File: config.mk
export PLATFORM = sky130hd
export DESIGN_NAME = pin_change_irq_dispatch_top
export DESIGN_NICKNAME = d
export VERILOG_FILES = /design/src/pcid_pkg.sv /design/src/pcid_in_stage.sv /design/src/pcid_core.sv /design/src/pcid_out_stage.sv /design/src/pin_change_irq_dispatch_top.sv
export SDC_FILE = /design/constraint.sdc
export NUM_CORES = 1
export LEC_CHECK = 0
export ABC_AREA = 1
export BUFFER_PORTS_ARGS = -buffer_cell sky130_fd_sc_hd__buf_2
export CORE_MARGIN = 4
export CORE_UTILIZATION = 68
export CTS_CLUSTER_DIAMETER = 120
export CTS_CLUSTER_SIZE = 28
export DETAILED_ROUTE_END_ITERATION = 7
export PLACE_DENSITY = 0.85
export SLEW_MARGIN = 20
export SYNTH_ARGS = -nofsm -noshare
export SYNTH_HDL_FRONTEND = slang
export SYNTH_SLANG_ARGS = --single-unit
File: constraint.sdc
create_clock -name clk_i -period 5.8 [get_ports clk_i]
set_input_delay 0.58 -clock clk_i [delete_from_list [all_inputs] [get_ports clk_i]]
set_output_delay 0.58 -clock clk_i [all_outputs]
set_load 0.03 [all_outputs]
File: src/pcid_pkg.sv
// shared types and constants of the pin change interrupt dispatcher
// no dependencies; used by every module under src
`timescale 1ns / 1ps

package pcid_pkg;

  // fixed field widths
  localparam int MAX_PINS    = 16;
  localparam int IDX_W       = 4;
  localparam int VALUE_W     = 32;
  localparam int CFG_DATA_W  = 32;
  localparam int CFG_IDX_W   = 1;
  localparam int IN_TDATA_W  = 24;
  localparam int IN_TUSER_W  = 1;
  localparam int OUT_TDATA_W = 64;

  // parameter defaults
  localparam int PIN_COUNT_DEF  = 16;
  localparam int COUNT_BITS_DEF = 32;

  // trigger mode codes, two bits per pin
  localparam logic [1:0] TRIG_ANY     = 2'd0;
  localparam logic [1:0] TRIG_RISE    = 2'd1;
  localparam logic [1:0] TRIG_FALL    = 2'd2;
  localparam logic [1:0] TRIG_ANY_ALT = 2'd3;

  typedef enum logic {
    ACT_SAMPLE = 1'b0,
    ACT_READ   = 1'b1
  } action_e;

  typedef enum logic [CFG_IDX_W-1:0] {
    CFG_IRQ_ENABLE = 1'b0,
    CFG_TRIG_MODE  = 1'b1
  } cfg_reg_e;

  typedef struct packed {
    action_e              action;
    logic [MAX_PINS-1:0]  pin_levels;
    logic [IDX_W-1:0]     counter_index;
  } item_t;

  typedef struct packed {
    logic [VALUE_W-1:0]   counter_value;
    logic [MAX_PINS-1:0]  changed_mask;
    logic [MAX_PINS-1:0]  fire_mask;
  } result_t;

endpackage

File: src/pcid_in_stage.sv
// input register of the dispatcher: holds one accepted item
// depends on pcid_pkg
`timescale 1ns / 1ps

module pcid_in_stage (
  input  logic            clk_i,
  input  logic            rst_ni,
  input  logic            s_valid_i,
  output logic            s_ready_o,
  input  pcid_pkg::item_t item_i,
  input  logic            down_ready_i,
  output logic            valid_o,
  output pcid_pkg::item_t item_o
);

  logic            valid_q;
  pcid_pkg::item_t item_q;

  // takes a new item when empty or whenever the held one leaves in the same cycle
  assign s_ready_o = !valid_q || down_ready_i;

  always_ff @(posedge clk_i or negedge rst_ni) begin
    if (!rst_ni) begin
      valid_q <= 1'b0;
    end else if (s_ready_o) begin
      valid_q <= s_valid_i;
    end
  end

  always_ff @(posedge clk_i) begin
    if (s_valid_i && s_ready_o) begin
      item_q <= item_i;
    end
  end

  assign valid_o = valid_q;
  assign item_o  = item_q;

endmodule

File: src/pcid_core.sv
// per-pin change detection, edge qualification and change counters
// depends on pcid_pkg
`timescale 1ns / 1ps

module pcid_core #(
  parameter int PIN_COUNT  = pcid_pkg::PIN_COUNT_DEF,
  parameter int COUNT_BITS = pcid_pkg::COUNT_BITS_DEF
) (
  input  logic                                clk_i,
  input  logic                                rst_ni,
  input  logic                                cfg_we_i,
  input  logic [pcid_pkg::CFG_IDX_W-1:0]      cfg_index_i,
  input  logic [pcid_pkg::CFG_DATA_W-1:0]     cfg_wdata_i,
  input  logic                                advance_i,
  input  pcid_pkg::item_t                     item_i,
  output pcid_pkg::result_t                   result_o
);

  localparam logic [pcid_pkg::MAX_PINS-1:0] PinMask =
    pcid_pkg::MAX_PINS'((32'd1 << PIN_COUNT) - 32'd1);

  logic [pcid_pkg::MAX_PINS-1:0]   en_q;
  logic [2*pcid_pkg::MAX_PINS-1:0] trig_q;
  logic [pcid_pkg::MAX_PINS-1:0]   last_q;
  logic                            primed_q;
  logic [COUNT_BITS-1:0]           cnt_q [PIN_COUNT];

  logic [pcid_pkg::MAX_PINS-1:0]   levels;
  logic [pcid_pkg::MAX_PINS-1:0]   changed;
  logic [pcid_pkg::MAX_PINS-1:0]   fire;
  logic [pcid_pkg::VALUE_W-1:0]    value;
  logic                            is_sample;

  assign levels    = item_i.pin_levels & PinMask;
  assign is_sample = (item_i.action == pcid_pkg::ACT_SAMPLE);

  always_comb begin
    logic [1:0] mode;
    logic       hit;
    changed = '0;
    fire    = '0;
    value   = '0;
    mode    = pcid_pkg::TRIG_ANY;
    hit     = 1'b0;
    if (!is_sample) begin
      // counter select; an index past the last pin reads zero
      for (int i = 0; i < PIN_COUNT; i++) begin
        if (item_i.counter_index == pcid_pkg::IDX_W'(i)) begin
          value = pcid_pkg::VALUE_W'(cnt_q[i]);
        end
      end
    end else if (primed_q) begin
      changed = (last_q ^ levels) & PinMask;
      for (int i = 0; i < PIN_COUNT; i++) begin
        mode = trig_q[2*i +: 2];
        hit  = changed[i] & en_q[i];
        case (mode)
          pcid_pkg::TRIG_RISE: hit = hit & levels[i];
          pcid_pkg::TRIG_FALL: hit = hit & ~levels[i];
          default:             hit = hit;
        endcase
        fire[i] = hit;
      end
    end
  end

  assign result_o.fire_mask     = fire;
  assign result_o.changed_mask  = changed;
  assign result_o.counter_value = value;

  // configuration registers
  always_ff @(posedge clk_i or negedge rst_ni) begin
    if (!rst_ni) begin
      en_q   <= '0;
      trig_q <= '0;
    end else if (cfg_we_i) begin
      unique case (pcid_pkg::cfg_reg_e'(cfg_index_i))
        pcid_pkg::CFG_IRQ_ENABLE: en_q   <= cfg_wdata_i[pcid_pkg::MAX_PINS-1:0];
        pcid_pkg::CFG_TRIG_MODE:  trig_q <= cfg_wdata_i[2*pcid_pkg::MAX_PINS-1:0];
        default:                  en_q   <= en_q;
      endcase
    end
  end

  // previous sample; the first sample after reset only primes it
  always_ff @(posedge clk_i or negedge rst_ni) begin
    if (!rst_ni) begin
      last_q   <= '0;
      primed_q <= 1'b0;
    end else if (advance_i && is_sample) begin
      last_q   <= levels;
      primed_q <= 1'b1;
    end
  end

  // wrapping change counters, one per pin
  always_ff @(posedge clk_i or negedge rst_ni) begin
    if (!rst_ni) begin
      for (int i = 0; i < PIN_COUNT; i++) begin
        cnt_q[i] <= '0;
      end
    end else if (advance_i) begin
      for (int i = 0; i < PIN_COUNT; i++) begin
        if (changed[i]) begin
          cnt_q[i] <= cnt_q[i] + COUNT_BITS'(1);
        end
      end
    end
  end

endmodule

File: src/pcid_out_stage.sv
// result register of the dispatcher, toward the master side
// depends on pcid_pkg
`timescale 1ns / 1ps

module pcid_out_stage (
  input  logic              clk_i,
  input  logic              rst_ni,
  input  logic              load_i,
  input  pcid_pkg::result_t result_i,
  output logic              ready_o,
  output logic              m_valid_o,
  input  logic              m_ready_i,
  output pcid_pkg::result_t result_o
);

  logic              valid_q;
  pcid_pkg::result_t result_q;

  assign ready_o = !valid_q || m_ready_i;

  always_ff @(posedge clk_i or negedge rst_ni) begin
    if (!rst_ni) begin
      valid_q <= 1'b0;
    end else if (ready_o) begin
      valid_q <= load_i;
    end
  end

  always_ff @(posedge clk_i) begin
    if (load_i) begin
      result_q <= result_i;
    end
  end

  assign m_valid_o = valid_q;
  assign result_o  = result_q;

endmodule

File: src/pin_change_irq_dispatch_top.sv
// Pin change interrupt dispatcher. Each item is either a 16-pin level sample or a request
// to read one pin's change counter. A sample is compared with the previous one; changed
// pins are counted (wrapping) and reported, and those that are enabled and whose edge
// matches their trigger mode (any, rising or falling) are flagged in fire_mask. The
// first sample after reset only primes the previous levels and reports zero masks.
// A read returns the counter of the selected pin and zero masks. One item is taken
// every cycle while the master side keeps taking results; an item is held in the input
// register, and its result is computed as it moves into the result register, from
// which it is presented. A stalled master side fills the result register and then the
// input register, after which s_axis_tready stays low until a result leaves.
// Configuration writes must only be issued while no item is in flight.
// depends on pcid_pkg, pcid_in_stage, pcid_core, pcid_out_stage
`timescale 1ns / 1ps

module pin_change_irq_dispatch_top #(
  parameter int PIN_COUNT  = pcid_pkg::PIN_COUNT_DEF,
  parameter int COUNT_BITS = pcid_pkg::COUNT_BITS_DEF
) (
  input  logic                                clk_i,
  input  logic                                rst_ni,
  // configuration: 0 irq_enable_mask, 1 trig_mode
  input  logic                                cfg_we_i,
  input  logic [pcid_pkg::CFG_IDX_W-1:0]      cfg_index_i,
  input  logic [pcid_pkg::CFG_DATA_W-1:0]     cfg_wdata_i,
  // slave side
  input  logic                                s_axis_tvalid_i,
  output logic                                s_axis_tready_o,
  // pin_levels [15:0], counter_index [19:16], zero fill [23:20]
  input  logic [pcid_pkg::IN_TDATA_W-1:0]     s_axis_tdata_i,
  // action [0]
  input  logic [pcid_pkg::IN_TUSER_W-1:0]     s_axis_tuser_i,
  // master side
  output logic                                m_axis_tvalid_o,
  input  logic                                m_axis_tready_i,
  // fire_mask [15:0], changed_mask [31:16], counter_value [63:32]
  output logic [pcid_pkg::OUT_TDATA_W-1:0]    m_axis_tdata_o
);

  pcid_pkg::item_t   in_item;
  pcid_pkg::item_t   held_item;
  pcid_pkg::result_t core_result;
  pcid_pkg::result_t out_result;
  logic              held_valid;
  logic              out_ready;
  logic              advance;

  // unpack the slave item
  assign in_item.action        = pcid_pkg::action_e'(s_axis_tuser_i[0]);
  assign in_item.pin_levels    = s_axis_tdata_i[15:0];
  assign in_item.counter_index = s_axis_tdata_i[19:16];

  // the held item is processed in the cycle it moves into the result register
  assign advance = held_valid && out_ready;

  pcid_in_stage u_in (
    .clk_i        (clk_i),
    .rst_ni       (rst_ni),
    .s_valid_i    (s_axis_tvalid_i),
    .s_ready_o    (s_axis_tready_o),
    .item_i       (in_item),
    .down_ready_i (out_ready),
    .valid_o      (held_valid),
    .item_o       (held_item)
  );

  pcid_core #(
    .PIN_COUNT  (PIN_COUNT),
    .COUNT_BITS (COUNT_BITS)
  ) u_core (
    .clk_i       (clk_i),
    .rst_ni      (rst_ni),
    .cfg_we_i    (cfg_we_i),
    .cfg_index_i (cfg_index_i),
    .cfg_wdata_i (cfg_wdata_i),
    .advance_i   (advance),
    .item_i      (held_item),
    .result_o    (core_result)
  );

  pcid_out_stage u_out (
    .clk_i     (clk_i),
    .rst_ni    (rst_ni),
    .load_i    (advance),
    .result_i  (core_result),
    .ready_o   (out_ready),
    .m_valid_o (m_axis_tvalid_o),
    .m_ready_i (m_axis_tready_i),
    .result_o  (out_result)
  );

  // struct packs fire_mask lowest, counter_value highest
  assign m_axis_tdata_o = out_result;

endmodule

Yosys cells after proc, flatten, opt, wreduce, memory -nomap -nowiden
Cells that the tools add are included.
Widths: inputs -> output; s select.
{"block": "word_totals", "romBits": 0, "elab_cells": 220, "ram_bits": 0, "latchBits": 0, "input_bits": 63, "mem_count": 0, "register_bits": 664, "out_inout_bits": 66}
{"block": "classes", "bitwise": 68, "div": 0, "addsub": 16, "order_cmp": 0, "reduce_logical": 27, "shifts": 0, "eq_ne": 47, "mux": 34, "mul": 0}
{"operator": "$add 32x1->32 const B", "n": 16}
{"operator": "$mux 32", "n": 16}
{"operator": "$and 1x1->1", "n": 48}
{"operator": "$reduce_and 2->1", "n": 18}
{"operator": "$eq 2x1->1 const B", "n": 16}
{"operator": "$eq 2x2->1 const B", "n": 16}
{"operator": "$eq 4x4->1 const B", "n": 8}
{"operator": "$mux 16", "n": 2}
{"operator": "$pmux 1 s2", "n": 16}
{"operator": "$not 1->1", "n": 19}
{"operator": "$eq 4x3->1 const B", "n": 4}
{"operator": "$xor 16x16->16", "n": 1}
{"operator": "$eq 4x2->1 const B", "n": 2}
{"operator": "$eq 4x1->1 const B", "n": 1}
{"operator": "$logic_not 4->1", "n": 1}
{"operator": "$logic_and 1x1->1", "n": 3}
{"operator": "$logic_not 1->1", "n": 2}
{"operator": "$logic_or 1x1->1", "n": 2}
{"operator": "$reduce_or 2->1", "n": 1}

Longest topological paths before layout
{"block": "depth", "depth_word": 17, "depth_mapped": 15}

By module
From an unflattened synthesis, not the netlist that was laid out.
{"block": "hier_totals", "hier_cells": 4049, "area_unflattened_um2": 34695.8}
{"mod": "pcid_core", "cells_each": 3951, "seq_area_each_um2": 14438.8, "n_inst": 1, "area_per_inst_um2": 32045.7}
{"mod": "pcid_out_stage", "cells_each": 69, "seq_area_each_um2": 1946.9, "n_inst": 1, "area_per_inst_um2": 1966.9}
{"mod": "pcid_in_stage", "cells_each": 27, "seq_area_each_um2": 655.6, "n_inst": 1, "area_per_inst_um2": 675.6}
{"mod": "pin_change_irq_dispatch_top", "cells_each": 2, "seq_area_each_um2": 0.0, "n_inst": 1, "area_per_inst_um2": 7.5}

Least setup slack after synthesis
No wires, ideal clock.
{"block": "synth_timing", "path_type": "input -> register", "startpoint": "in m_axis_tready_i", "endpoint": "reg u_core.cnt_q[27] in the netlist's numbering", "arrival_ns": 3.652, "stages": 12, "setup_slack_ns": 2.068, "setup_ns": 0.079, "n_path_buf": 0, "path_cell_list": "inv_1 > nand2_2 > nand2_4 > clkinv_1 > nand2_2 > inv_1 > nand3_1 > nor2_2 > nand3_1 > nor3_2 > nand2_1 > xor2_1"}
{"block": "synth_between", "elab_chain_len": 3}
{"element": "from (decl)", "line": "pin_change_irq_dispatch_top.sv:34", "rtl": "input logic m_axis_tready_i,"}
{"element": "$logic_or 1x1->1", "line": "pcid_out_stage.sv:19", "rtl": "assign ready_o = !valid_q || m_ready_i;"}
{"element": "$logic_and 1x1->1", "line": "pin_change_irq_dispatch_top.sv:53", "rtl": "assign advance = held_valid && out_ready;"}
{"element": "named net advance", "line": "pin_change_irq_dispatch_top.sv:45", "rtl": "logic advance;"}
{"element": "$reduce_and 2->1 (no source line)"}
{"element": "to (signal, indexed assignment)", "line": "pcid_core.sv:105", "rtl": "cnt_q[i] <= cnt_q[i] + COUNT_BITS'(1);"}
{"element": "to (decl)", "line": "pcid_core.sv:26", "rtl": "logic [COUNT_BITS-1:0] cnt_q [PIN_COUNT];"}
The timed path passes the listed nets, and every way through them passes these cells.
A chain may end at the register's enable or synchronous reset.

Worst setup path in the final report
{"block": "layout_timing", "startpoint": "reg u_in.item_q (netlist bit u_in.item_o[0])", "endpoint": "reg u_out.result_q (netlist bit u_out.result_o[46]) (data pin)"}
{"block": "layout_between", "elab_chain_len": 17, "word_cells_on_any_way": 32, "classes_between": "eq/ne (15); mux (16); reduce/logical (1)"}
{"element": "from (decl)", "line": "pcid_in_stage.sv:17", "rtl": "pcid_pkg::item_t item_q;"}
{"element": "from (signal assigned)", "line": "pcid_in_stage.sv:32", "rtl": "item_q <= item_i;"}
{"element": "$logic_not 4->1", "line": "pcid_core.sv:48", "rtl": "if (item_i.counter_index == pcid_pkg::IDX_W'(i)) begin"}
{"element": "$mux 32 (15 in a row)", "line": "pcid_core.sv:48"}
{"element": "$mux 32 *", "line": "pcid_core.sv:48"}
{"element": "to (signal assigned)", "line": "pcid_out_stage.sv:31", "rtl": "result_q <= result_i;"}
{"element": "to (decl)", "line": "pcid_out_stage.sv:17", "rtl": "pcid_pkg::result_t result_q;"}
Mark *: on every way between the ends. The rest lies on a longest branch, timed or not.

==> metrics.md <==
| Metric | Value |
|---|---|
| Sw Pwr | approximately 0.003 W |
| Post-Place Worst Slack | about 2.2 ns |
| Remaining global-route overflow | 0 |
| Unrepaired setup endpoints after global routing | false |
| Fmax | 277 MHz |
| Area leader, netlist | dfrtp_1 |
| Share of layout cells above drive strength 1 | 0.0877 |
| Run status | finished, violations left |
| Yosys cell types | 46 |
| Failing checks | negative hold slack |
| Worst hold slack | -0.00317 ns |
| CTS tree | yes |
| Maximum vdd drop | between 300 and 400 uV |
| Synth Area per Inst | 8.67 um2 |
| DR vias/cell | 5.77 |
| Comb power frac | 0.166 |
| PD cells | ~260 nW/um2 |
| Part of the power in registers | 0.591 |
| Post-synth EDFFs | 85 |
| Leak Pwr | 18.2 nW |
| Maximum clock path buffer count | 3 |
| Largest family of logic cells by synthesized area | simple AND/OR/NAND/NOR gates |
| Post-cts sizing count | 0 |
| Vias in the first global route | 26700 |
| Worst Setup Path Type | reg2reg |
| Post-layout min period | 3.61 ns |
| Nature of the critical path startpoint | register |
| Syn_nets | 4087 |
| DR pass1 iterations | 8 |
| Compound-Gate Fraction of Synth Area | 0.0226 |
| Post-synthesis mux area share | 0.00716 |
| Rel. slew slack | 0.324 |
| Hpwl dp | 64.8 mm |
| Adder-Cell Fraction of Synth Area | 0.0116 |
| CP arrival | 3.99 ns |
| Reg2reg end | u_out.result_o[46] |
| Area Overhead vs Synth | 6.35% |
| XOR/XNOR Fraction of Synth Area | 0.128 |
| Fin. max-slew vios | 0 |
| Tot GR Track Use | 0.319 |
| Worst Skew | between 0.02 and 0.025 ns |
| Fin. Hold Viols | 2 |
| Worst hold path class | in2async |
| Max Used Layer | met4 |
| DRC Markers | 0 |
| Final nets | 4200 |
| Setup crit end kind | register |
| Ys Warns | 0 |
| Clock share of power | 0.243 |
| Wire length per cell | ~18 um |
| Worst-path maximum fanout | 30 |
| Die width | around 230 um |
| First-pass GRT wire length | 140 mm |
| Setup slack, reg-to-reg | 2.19 ns |
| Post-Syn Instances | approximately 4000 |
| IO buf count | ~120 |
| Net Sw Frac | 0.310 |
| Max Cap Viol | 0 |
| Clk slew on worst S/H paths | 0.11 ns |
| Root buf cell | clkbuf_16 |
| #FFs+latches synth | 664 |
| Final WL | 85.5 mm |
| Routed wl met2 | 39.7 mm |
| Register area share after synthesis | 0.492 |
| GPL Wtd Cong | about 0.93 |
| Largest net degree at the start of global routing | 143 |
| Non-filler cells, final | 4787 |
| Rows | 82 |
| Least-Margin Pin Slew | 1.01 ns |
| Largest cells by area after synthesis | dfrtp_1, xor2_1, nand2_1 |
| Int Pwr | about 0.0066 W |
| Routed length on met1 | 37.3 mm |
| Fill cells | ~3800 |
| Cells on worst reg2reg path | 13 |
| Routed Antenna Nets | 0 |
| Post-Synth Simple-Gate Area | 0.278 |
| Die area | 54600 um2 |
| Height of the die | approximately 230 um |
| Postcts setup bufs | 0 |
| Starting Density | 0.689 |
| Synth Cell Area | 34600 um2 |
| Final setup margin | 2.19 ns |
| Num ports | ~130 |
| Ys async rst share | 0.872 |
| Final core utilization | 0.732 |
| Critical R2R Launch | u_in.item_o[0] |
| WP data required | between 6 and 7 ns |
| Main synth FF type | dfrtp_1 |
| Final period util | 0.622 |
| # setup viols final | 0 |
| Number of buffers created by CTS | 27 |
| Placed Cells | 4748 |
| Area share of the largest cell type after synthesis | 0.418 |
| Final TNS setup | 0 ns |
| Clock Sinks | ~660 |
| CTS Hold Bufs | 0 |
| Via count | approximately 28000 |
| Initial drt markers | 3108 |
| # diodes | 0 |
| Core Area | 50300 um2 |
| Metal3 WL | approximately 6.5 mm |
| Worst-Skew Late Latency | 0.63 ns |
| Initial antenna violation count | 1 |
| H-tree levels | 1 |
-- state kept, by name, indices dropped and copies added (netlist names) --
register         flops
u_core.cnt_q       512
u_out.result_o      64
u_core.trig_q       32
u_in.item_o         21
u_core.en_q         16
u_core.last_q       16
u_core.primed_q      1
u_in.valid_o         1
u_out.m_valid_o      1
-- routing by layer --
layer / up-vias / global-route usage
met1: 13400 / 0.477
met3: 144 / 0.0435
met5: - / 0
met2: 1078 / 0.502
met4: 0 / 0.0707
li1: 13000 / -
-- placed cells by master (no fill, tap or decap), types with 21 or more instances in the layout --
cell,synthesis,routed
nand2_1,898,897
dfrtp_1,579,579
inv_1,490,490
nor2_1,436,427
xor2_1,387,387
nand3_1,189,189
nand4_1,183,183
nor3_1,129,129
buf_2,1,123
xnor2_1,118,118
o21ai_0,91,91
edfxtp_1,85,85
a21oi_1,63,63
nor4_1,51,51
nor2_2,36,45
ha_1,32,32
clkbuf_16,0,27
nor3_2,23,23
nor2_4,22,22
mux2_2,22,22
nand2_2,20,21
-- how the worst max path moves through the flow --
stage	start	endpoint	slack (ns)	depth (start not counted)
after CTS	u_in.item_o[0]	u_out.result_o[46]	2.32	13
after global placement	m_axis_tready_i	u_core.cnt_q[52]	2.32	14
after global routing	u_in.item_o[0]	u_out.result_o[46]	2.03	13
after floorplan	m_axis_tready_i	u_core.cnt_q[27]	2.07	12
after detailed placement	m_axis_tready_i	u_core.cnt_q[52]	2.21	14
final	u_in.item_o[0]	u_out.result_o[46]	2.19	13
-- synth_stat cells (4+ instances only) --
cell type / count
mux2_2: 22
nor2_1: 436
nand2_2: 20
nor2_2: 36
ha_1: 32
o21ai_0: 91
a21oi_1: 63
xor2_1: 387
dfrtp_1: 579
nor3b_1: 4
clkbuf_1: 59
nand3_2: 12
nand3_1: 189
nor3_2: 23
nor4_1: 51
nand3b_1: 5
edfxtp_1: 85
inv_2: 4
nand4_2: 8
nor3_4: 5
nand2_1: 898
xnor2_1: 118
nand2_4: 4
nor3_1: 129
inv_1: 490
or2_2: 4
nor2_4: 22
nand4_1: 183
-- logic make-up (layout without fill, tap and decap cells) --
group                    count (synthesis)  in the layout
XOR/XNOR                               505            505
flip-flops                             664            664
buffers and inverters                  559            682
multiplexers                            22             22
AND/OR/NAND/NOR                       2054           2054
adder cells (fa/ha/maj)                 32             32
AO/OA/AOI/OAI                          156            156
-- power by group through the flow --
stage	Clock, W	Combinational (W)	Sequential (W)
6_report	0.00231	0.00158	0.00561
5_1_grt	0.00249	0.00176	0.00567
4_1_cts	0.00233	0.00157	0.00560
3_5_place_dp	0	0.00156	0.00568
3_3_place_gp	0	0.00149	0.00566
2_1_floorplan	0	0.000926	0.00572
-- per-stage QoR --
stage | cell area (um2) | total power, W
after floorplan | 34600 | 0.00665
after global placement | 36100 | 0.00715
after detailed placement | 36100 | 0.00724
after CTS | 36800 | 0.00950
after global routing | 36800 | 0.00992
final | 36800 | 0.00950
-- worst max-delay path: stages (launching register included) --
cell	delay (ns)
edfxtp_1	0.47
inv_1	0.10
nor2_1	0.53
nand2_1	0.28
inv_1	0.81
nand2_1	0.10
nand2_1	0.14
nand3_1	0.11
nand2_1	0.10
nand4_1	0.13
nor2_1	0.25
nand3_1	0.16
nand2_1	0.13
inv_1	0.04
-- cell type report --
| class | count | area [um2] | share of cell area |
|---|---|---|---|
| clock buffer | 37 | 713 | 0.0194 |
| timing repair buffer | 147 | 853 | 0.0232 |
| multi-input combinational | 2769 | 15500 | 0.421 |
| inverter | 496 | 1860 | 0.0506 |
| tap | 672 | 841 | 0.0228 |
| sequential | 664 | 17000 | 0.463 |
| clock inverter | 2 | 17.5 | 0.000476 |
Note: power is estimated with default switching activity, not from simulation.
